<file path="src/rtl/tpd_pkg.sv">
package tpd_pkg;

    // sensor lanes built; lanes past the input fields see an absent sensor
    localparam int SENSOR_COUNT  = 4;
    localparam int FIELD_SENSORS = 4;

    localparam int RANGE_W = 16;
    localparam int MASK_W  = 4;
    localparam int LIMIT_W = 4;
    localparam int COUNT_W = 5;

    localparam logic [RANGE_W-1:0] NO_RANGE  = 16'hFFFF;
    localparam logic [COUNT_W-1:0] COUNT_MAX = 5'd31;

    // stream widths
    localparam int IN_DATA_W  = 2 * MASK_W + FIELD_SENSORS * RANGE_W;
    localparam int IN_USER_W  = 1;
    localparam int OUT_DATA_W = 2 * FIELD_SENSORS * RANGE_W;
    localparam int OUT_USER_W = 4;

    // configuration port
    localparam int CFG_IDX_W  = 3;
    localparam int CFG_DATA_W = 16;

    localparam logic [CFG_IDX_W-1:0] REG_THR_NORMAL = 3'd0;
    localparam logic [CFG_IDX_W-1:0] REG_THR_FIRST  = 3'd1;
    localparam logic [CFG_IDX_W-1:0] REG_FIRST_POS  = 3'd2;
    localparam logic [CFG_IDX_W-1:0] REG_LAYER_EN   = 3'd3;
    localparam logic [CFG_IDX_W-1:0] REG_CALIB      = 3'd4;
    localparam logic [CFG_IDX_W-1:0] REG_DEB_LIMIT  = 3'd5;

    localparam logic [RANGE_W-1:0] THR_NORMAL_RST = 16'd380;
    localparam logic [RANGE_W-1:0] THR_FIRST_RST  = 16'd300;
    localparam logic [LIMIT_W-1:0] DEB_LIMIT_RST  = 4'd5;

    // round control shared by all lanes
    typedef struct packed {
        logic                update;
        logic                blank;
        logic [RANGE_W-1:0]  threshold;
    } t_lane_ctrl;

    // flags and events out of the merge stage
    typedef struct packed {
        logic occupied_event;
        logic installed_event;
        logic installed_now;
        logic occupied;
    } t_flags;

endpackage

</file>
<file path="src/rtl/tpd_lane.sv">
module tpd_lane
    import tpd_pkg::*;
(
    input  logic                i_clk,
    input  logic                i_rst_n,
    input  t_lane_ctrl          i_ctrl,
    input  logic                i_present,
    input  logic                i_ok,
    input  logic [RANGE_W-1:0]  i_range,
    output logic [RANGE_W-1:0]  o_next_stored,
    output logic [RANGE_W-1:0]  o_next_least,
    output logic                o_seen
);

    logic [RANGE_W-1:0] r_stored, n_stored;
    logic [RANGE_W-1:0] r_least,  n_least;
    logic               w_good;

    assign w_good = i_present && i_ok && !i_ctrl.blank;

    // next distance and minimum for this round
    always_comb begin
        n_stored = r_stored;
        n_least  = r_least;
        if (i_ctrl.update) begin
            if (i_ctrl.blank) begin
                n_stored = NO_RANGE;
            end else if (i_present) begin
                if (i_ok) begin
                    n_stored = i_range;
                    if (i_range < r_least) begin
                        n_least = i_range;
                    end
                end else begin
                    n_stored = NO_RANGE;
                end
            end
        end
    end

    // good reading inside the occupancy window
    assign o_seen = w_good && (i_range != NO_RANGE) && (i_range != '0)
                    && (i_range < i_ctrl.threshold);

    always_ff @(posedge i_clk) begin
        if (!i_rst_n) begin
            r_stored <= NO_RANGE;
            r_least  <= NO_RANGE;
        end else begin
            r_stored <= n_stored;
            r_least  <= n_least;
        end
    end

    assign o_next_stored = n_stored;
    assign o_next_least  = n_least;

endmodule

</file>
<file path="src/rtl/tpd_merge.sv">
module tpd_merge
    import tpd_pkg::*;
(
    input  logic                     i_clk,
    input  logic                     i_rst_n,
    input  logic                     i_update,
    input  logic                     i_tray,
    input  logic                     i_layer_en,
    input  logic [LIMIT_W-1:0]       i_limit,
    input  logic [SENSOR_COUNT-1:0]  i_seen,
    output t_flags                   o_flags
);

    logic               r_occupied,  n_occupied;
    logic               r_installed, n_installed;
    logic [COUNT_W-1:0] r_count,     n_count;
    logic [COUNT_W-1:0] w_count_inc;
    logic               w_seen;
    logic               w_mismatch;
    logic               w_inst_ev, w_occ_ev;

    // combine the lanes
    assign w_seen      = |i_seen;
    assign w_mismatch  = (w_seen != r_occupied);
    assign w_count_inc = (r_count < COUNT_MAX) ? r_count + 1'b1 : r_count;

    // advance installed flag, occupied flag and debounce counter
    always_comb begin
        n_occupied  = r_occupied;
        n_installed = r_installed;
        n_count     = r_count;
        w_inst_ev   = 1'b0;
        w_occ_ev    = 1'b0;
        if (i_update) begin
            n_installed = i_tray;
            w_inst_ev   = (i_tray != r_installed);
            if (i_tray && i_layer_en) begin
                if (w_mismatch) begin
                    n_count = w_count_inc;
                    if (w_count_inc > {1'b0, i_limit}) begin
                        n_occupied = w_seen;
                        n_count    = '0;
                        w_occ_ev   = 1'b1;
                    end
                end else begin
                    n_count = '0;
                end
            end
        end
    end

    always_ff @(posedge i_clk) begin
        if (!i_rst_n) begin
            r_occupied  <= 1'b0;
            r_installed <= 1'b0;
            r_count     <= '0;
        end else begin
            r_occupied  <= n_occupied;
            r_installed <= n_installed;
            r_count     <= n_count;
        end
    end

    assign o_flags.occupied        = n_occupied;
    assign o_flags.installed_now   = n_installed;
    assign o_flags.installed_event = w_inst_ev;
    assign o_flags.occupied_event  = w_occ_ev;

endmodule

</file>
<file path="src/rtl/tray_presence_debouncer.sv">
// An accepted request's result is registered in the output register, or in the skid
// entry while the master holds the output; throughput is one request per cycle while
// the skid entry is empty. All sensor lanes and the debounce merge settle in the cycle
// of acceptance, and a two-entry output buffer holds results.
// Reset (i_rst_n low, synchronous): distances and minima read 0xFFFF, flags and
// counter clear, configuration returns to its defaults, output buffer empties.
module tray_presence_debouncer
    import tpd_pkg::*;
(
    input  logic                   i_clk,
    input  logic                   i_rst_n,
    // slave side
    input  logic                   i_s_tvalid,
    output logic                   o_s_tready,
    // tdata: sensor_present_mask, read_ok_mask, range_a, range_b, range_c, range_d
    input  logic [IN_DATA_W-1:0]   i_s_tdata,
    // tuser: tray_installed
    input  logic [IN_USER_W-1:0]   i_s_tuser,
    // master side
    output logic                   o_m_tvalid,
    input  logic                   i_m_tready,
    // tdata: shown_a, shown_b, shown_c, shown_d, least_a, least_b, least_c, least_d
    output logic [OUT_DATA_W-1:0]  o_m_tdata,
    // tuser: occupied, installed_now, installed_event, occupied_event
    output logic [OUT_USER_W-1:0]  o_m_tuser,
    // configuration writes
    input  logic                   i_cfg_valid,
    output logic                   o_cfg_ready,
    input  logic [CFG_IDX_W-1:0]   i_cfg_index,
    input  logic [CFG_DATA_W-1:0]  i_cfg_data
);

    logic [RANGE_W-1:0]   r_thr_normal;
    logic [RANGE_W-1:0]   r_thr_first;
    logic                 r_first_pos;
    logic                 r_layer_en;
    logic                 r_calib;
    logic [LIMIT_W-1:0]   r_limit;

    logic                 w_accept;
    logic                 w_tray;
    t_lane_ctrl           w_ctrl;
    t_flags               w_flags;

    logic [RANGE_W-1:0]      w_next_stored [SENSOR_COUNT];
    logic [RANGE_W-1:0]      w_next_least  [SENSOR_COUNT];
    logic [SENSOR_COUNT-1:0] w_seen;

    logic [OUT_DATA_W-1:0]   w_res_data;
    logic [OUT_USER_W-1:0]   w_res_user;

    logic                    r_out_valid;
    logic [OUT_DATA_W-1:0]   r_out_data;
    logic [OUT_USER_W-1:0]   r_out_user;
    logic                    r_skid_valid;
    logic [OUT_DATA_W-1:0]   r_skid_data;
    logic [OUT_USER_W-1:0]   r_skid_user;

    // configuration registers
    assign o_cfg_ready = 1'b1;

    always_ff @(posedge i_clk) begin
        if (!i_rst_n) begin
            r_thr_normal <= THR_NORMAL_RST;
            r_thr_first  <= THR_FIRST_RST;
            r_first_pos  <= 1'b0;
            r_layer_en   <= 1'b0;
            r_calib      <= 1'b0;
            r_limit      <= DEB_LIMIT_RST;
        end else if (i_cfg_valid) begin
            unique case (i_cfg_index)
                REG_THR_NORMAL: r_thr_normal <= i_cfg_data[RANGE_W-1:0];
                REG_THR_FIRST:  r_thr_first  <= i_cfg_data[RANGE_W-1:0];
                REG_FIRST_POS:  r_first_pos  <= i_cfg_data[0];
                REG_LAYER_EN:   r_layer_en   <= i_cfg_data[0];
                REG_CALIB:      r_calib      <= i_cfg_data[0];
                REG_DEB_LIMIT:  r_limit      <= i_cfg_data[LIMIT_W-1:0];
                default: ;
            endcase
        end
    end

    // round control
    assign o_s_tready       = !r_skid_valid;
    assign w_accept         = i_s_tvalid && o_s_tready;
    assign w_tray           = i_s_tuser[0];
    assign w_ctrl.update    = w_accept && !r_calib;
    assign w_ctrl.blank     = !w_tray || !r_layer_en;
    assign w_ctrl.threshold = r_first_pos ? r_thr_first : r_thr_normal;

    // sensor lanes
    for (genvar i = 0; i < SENSOR_COUNT; i++) begin : g_lane
        logic               w_present;
        logic               w_ok;
        logic [RANGE_W-1:0] w_range;

        if (i < FIELD_SENSORS) begin : g_field
            assign w_present = i_s_tdata[i];
            assign w_ok      = i_s_tdata[MASK_W + i];
            assign w_range   = i_s_tdata[2*MASK_W + RANGE_W*i +: RANGE_W];
        end else begin : g_absent
            assign w_present = 1'b0;
            assign w_ok      = 1'b0;
            assign w_range   = NO_RANGE;
        end

        tpd_lane u_lane (
            .i_clk         (i_clk),
            .i_rst_n       (i_rst_n),
            .i_ctrl        (w_ctrl),
            .i_present     (w_present),
            .i_ok          (w_ok),
            .i_range       (w_range),
            .o_next_stored (w_next_stored[i]),
            .o_next_least  (w_next_least[i]),
            .o_seen        (w_seen[i])
        );
    end

    // merge lane findings into the debounced flags
    tpd_merge u_merge (
        .i_clk      (i_clk),
        .i_rst_n    (i_rst_n),
        .i_update   (w_ctrl.update),
        .i_tray     (w_tray),
        .i_layer_en (r_layer_en),
        .i_limit    (r_limit),
        .i_seen     (w_seen),
        .o_flags    (w_flags)
    );

    // pack the result
    for (genvar i = 0; i < FIELD_SENSORS; i++) begin : g_pack
        if (i < SENSOR_COUNT) begin : g_real
            assign w_res_data[RANGE_W*i +: RANGE_W] = w_next_stored[i];
            assign w_res_data[RANGE_W*(FIELD_SENSORS+i) +: RANGE_W] = w_next_least[i];
        end else begin : g_none
            assign w_res_data[RANGE_W*i +: RANGE_W] = NO_RANGE;
            assign w_res_data[RANGE_W*(FIELD_SENSORS+i) +: RANGE_W] = NO_RANGE;
        end
    end

    assign w_res_user = w_flags;

    // output register with skid entry
    always_ff @(posedge i_clk) begin
        if (!i_rst_n) begin
            r_out_valid  <= 1'b0;
            r_skid_valid <= 1'b0;
        end else begin
            if (!r_out_valid || i_m_tready) begin
                if (r_skid_valid) begin
                    r_out_valid  <= 1'b1;
                    r_skid_valid <= 1'b0;
                end else begin
                    r_out_valid  <= w_accept;
                end
            end else if (w_accept) begin
                r_skid_valid <= 1'b1;
            end
        end
    end

    // hold payloads
    always_ff @(posedge i_clk) begin
        if (!r_out_valid || i_m_tready) begin
            if (r_skid_valid) begin
                r_out_data <= r_skid_data;
                r_out_user <= r_skid_user;
            end else if (w_accept) begin
                r_out_data <= w_res_data;
                r_out_user <= w_res_user;
            end
        end else if (w_accept) begin
            r_skid_data <= w_res_data;
            r_skid_user <= w_res_user;
        end
    end

    assign o_m_tvalid = r_out_valid;
    assign o_m_tdata  = r_out_data;
    assign o_m_tuser  = r_out_user;

endmodule

</file>
<file path="config.mk">
export PLATFORM = sky130hd
export DESIGN_NAME = tray_presence_debouncer
export DESIGN_NICKNAME = d
export VERILOG_FILES = /design/src/rtl/tpd_pkg.sv /design/src/rtl/tpd_lane.sv /design/src/rtl/tpd_merge.sv /design/src/rtl/tray_presence_debouncer.sv
export SDC_FILE = /design/constraint.sdc
export NUM_CORES = 1
export LEC_CHECK = 0
export BUFFER_PORTS_ARGS = -buffer_cell sky130_fd_sc_hd__buf_2
export CAP_MARGIN = 20
export CORE_MARGIN = 5
export CORE_UTILIZATION = 40
export DETAILED_ROUTE_END_ITERATION = 10
export HOLD_SLACK_MARGIN = 0.08
export PLACE_DENSITY = 0.64
export SYNTH_ARGS = -nofsm -noshare
export SYNTH_HDL_FRONTEND = slang
export SYNTH_SLANG_ARGS = --single-unit
</file>
<file path="constraint.sdc">
create_clock -name i_clk -period 23.8 [get_ports i_clk]
set_input_delay 4.76 -clock i_clk [delete_from_list [all_inputs] [get_ports i_clk]]
set_output_delay 4.76 -clock i_clk [all_outputs]
set_load 0.005 [all_outputs]
</file>
==> results.py <==
metrics = {
    "setup_path": {
        "critPathSlowestCell": "or3_1",
        "cp.required_ns": 24.10,
        "r2r-start": "r_first_pos$_SDFFE_PN0P_",
        "r2r_end": "o_m_tuser[0]$_DFFE_PP_",
        "r2r_cells": 10,
        "crit_path_end_kind": "register",
        "worst_path_largest_cell_delay_ns": 0.84,
        "path_class": "in -> reg",
        "cp.arrival_ns": 8.15,
        "ff2ff_setup_slack_ns": 19.78,
        "cp_max_fo": 20,
        "start_kind": "input port",
        "crit_path_cell_trace": "buf_2, nor3b_4, and3_1, nand3_2, or3_1, a21oi_2, buf_4, o21ai_0",
    },
    "route": {
        "wirelength_mm": 62.1,
        "postRouteAntennaNets": 0,
        "via_count": 17141,
        "drt-vias-per-instance": 5.78,
        "drc": 0,
        "drtIter0Drc": 1546,
        "post_drt_wl_per_cell_um": 20.9,
        "first_pass_iters": 6,
    },
    "place": {
        "gp_congestion": 0.855,
        "dpl_cell_area_um2": 23000,
        "port_buffers": 230,
        "place_hpwl_mm": 40.6,
    },
    "power": {
        "swShare": 0.225,
        "power_switching_uw": 386,
        "power_frac_seq": 0.479,
        "leakagePower_nw": 9.10,
        "combPwrFrac": 0.059,
        "total_power_mw": 1.71,
        "ir_worst_vdd_mv": 0.0581,
        "power_density_nw_per_um2": 69.3,
        "power.internal_mw": 1.33,
        "clockPowerShare": 0.461,
    },
    "logic_synthesis": {
        "synth_top_area_share": 0.373,
        "synth_cell_types": 66,
        "synth_cells": 2055,
        "synth_edf_count": 264,
        "synth-seq-cells": 440,
        "synthFlopType": "edfxtp_1",
        "synth_commonest_cells": "edfxtp_1, nand2_1, dfxtp_1",
        "yosysTopAreaCell": "edfxtp_1",
        "syn_area_um2": 21300,
        "syn_nets": 2277,
        "synth_most_common_cell": "edfxtp_1",
        "syn_area_per_cell_um2": 10.3,
        "synthArstFlopShare": 0,
        "yosys_warnings": 0,
        "ys_top_cells_by_area": "edfxtp_1, dfxtp_1, ha_1, nand2_1, o211ai_1",
        "synth_seq_area_share": 0.538,
    },
    "outcome": {
        "status": "complete, no violations",
    },
    "clock_network": {
        "clock_latency_ns": 0.59,
        "cts_max_path_buffers": 3,
        "clkSlewWorstSetupHoldPaths_ns": 0.06,
        "cts_setup_buffers": 0,
        "tritoncts": "yes",
        "cts_resized": 0,
        "htree_num_levels": 2,
        "hold_buffers": 0,
        "ctsRootBufferMaster": "clkbuf_16",
        "numCtsBuffers": 49,
        "cts.sink_count": 440,
    },
    "timing": {
        "skew_ns": 0.0235,
        "tns_ns": 0,
        "hold_ws_ns": 0.456,
        "hold_violations": 0,
        "drv_slew": 0,
        "fmax_mhz": 127,
        "rsz0062_at_grt": "false",
        "post-route-period-util": 0.330,
        "setup_viol": 0,
        "relSlewSlack": 0.227,
        "period_minus_slack_ns": 7.85,
        "tightest_slew_ns": 1.13,
    },
    "global_route": {
        "grt_max_degree": 104,
        "gr-usage-all-layers": 0.207,
        "first_global_vias": 16744,
        "grt_remaining_overflow": 0,
        "grt_first_pass_wirelength_mm": 95.0,
        "antenna_found_initial": 9,
    },
    "final_layout": {
        "area_growth_pct": 16.2,
        "nets": 2455,
        "fin_area_um2": 24700,
        "layout-drive-gt1-share": 0.157,
    },
    "min_path": {
        "hold_path_class": "reg -> reg",
        "min_to": "r_thr_normal[9]$_SDFFE_PN0P_",
        "min_path_cells": 2,
        "min_from": "r_thr_normal[9]$_SDFFE_PN0P_",
    },
    "floorplan": {
        "fp-row-count": 84,
        "core_um2": 52700,
        "die_x_um": 241,
        "die_area_um2": 57900,
        "floorplan.initialDensity": 0.404,
        "ioPinCount": 232,
        "die_y_um": 241,
    },
    "run": {
        "cap_viol_max_count": 0,
    },
}
cells by family (layout without fill, tap and decap cells):
kind of cell	after synthesis	after routing	share of synthesized area
AOI/OAI and AO/OA	566	566	0.182
adders and majority gates	125	125	0.0735
xor gates and xnor gates	1	1	0.000412
and+or+nand+nor	575	575	0.127
other	1	7	0.000176
DFF	440	440	0.538
muxes	49	49	0.0233
buffers and inverters	298	517	0.0545
placed cells by master (no fill, tap or decap), types with 6 or more instances in the layout:
cell type / instances
inv_1: 165
a2111oi_0: 21
clkinv_1: 8
o21a_1: 10
a21o_1: 45
buf_4: 29
nor2_1: 86
nand3_1: 135
edfxtp_1: 264
a22oi_1: 65
o2111ai_1: 19
nor3_1: 8
a21oi_1: 63
and2_1: 6
diode_2: 6
mux2i_1: 45
ha_1: 125
nor2b_1: 11
o211ai_1: 91
a211o_1: 12
buf_2: 229
a2111o_1: 11
nand2b_1: 6
o22ai_1: 64
nor4_1: 27
a31oi_1: 19
clkbuf_1: 10
o21ai_0: 104
clkbuf_16: 52
nand4_1: 45
dfxtp_1: 175
nand2_1: 225
clkinv_2: 9
bufinv_16: 6
a211oi_1: 13
area by class of cell:
cell class | instances | area, um2
repair buffers | 259 | 1380
clock inverters | 25 | 278
flip-flops and latches | 440 | 11500
well taps | 688 | 861
multi-input cells | 1317 | 8690
fillers | 4930 | 28000
inverters | 166 | 623
diodes | 6 | 15.0
clock buffers | 67 | 1410
power by group through the flow:
stage,combinational [mW],sequential [mW],clock [mW]
after global routing,0.112,0.821,0.842
after CTS,0.102,0.821,0.810
after global placement,0.0979,0.837,0
after floorplan,0.0506,0.840,0
final,0.102,0.821,0.790
after detailed placement,0.101,0.837,0
through the flow:
stage,cells,worst slack [ns],utilization
finish,2968,15.95,0.469
global route,2963,15.78,0.469
floorplan,2055,8.46,-
global placement,2869,15.45,0.437
detailed placement,2870,15.35,0.437
CTS,2962,15.99,0.469
worst max path at each step:
stage / startpoint / to / slack, ns
2_1_floorplan: i_m_tready / r_skid_data[0]$_DFFE_PP_ / 8.46
3_3_place_gp: i_s_tvalid / r_skid_data[80]$_DFFE_PP_ / 15.45
3_5_place_dp: i_s_tvalid / r_skid_data[80]$_DFFE_PP_ / 15.35
4_1_cts: i_s_tvalid / r_skid_data[80]$_DFFE_PP_ / 15.99
5_1_grt: i_s_tvalid / r_skid_data[88]$_DFFE_PP_ / 15.78
6_report: i_s_tvalid / r_skid_data[80]$_DFFE_PP_ / 15.95
sequential cells by signal (all words and copies together), names as in the netlist:
| name | flops |
|---|---|
| r_skid_data | 128 |
| r_skid_valid | 1 |
| o_m_tdata | 128 |
| o_m_tuser | 4 |
| r_skid_user | 4 |
| u_merge.r_count | 5 |
| r_layer_en | 1 |
| u_merge.r_installed | 1 |
| r_first_pos | 1 |
| u_merge.r_occupied | 1 |
| r_thr_normal | 16 |
| g_lane.u_lane.r_stored | 64 |
| o_m_tvalid | 1 |
| r_calib | 1 |
| r_thr_first | 16 |
| r_limit | 4 |
| g_lane.u_lane.r_least | 64 |
worst max-delay path, delay by kind of cell:
kind            cells  cell delay (ns)
simple gates        4             2.20
compound gates      2             0.68
buf+inv             2             0.49
routing by layer:
metal  track usage  wire, um  vias to the layer above
li1              -         -                     8080
met1         0.277     25900                     8294
met2         0.342     29400                      643
met3        0.0402      4990                      116
met4        0.0686      1740                        8
met5             0        31                        -
(Power assumes the default switching activity.)
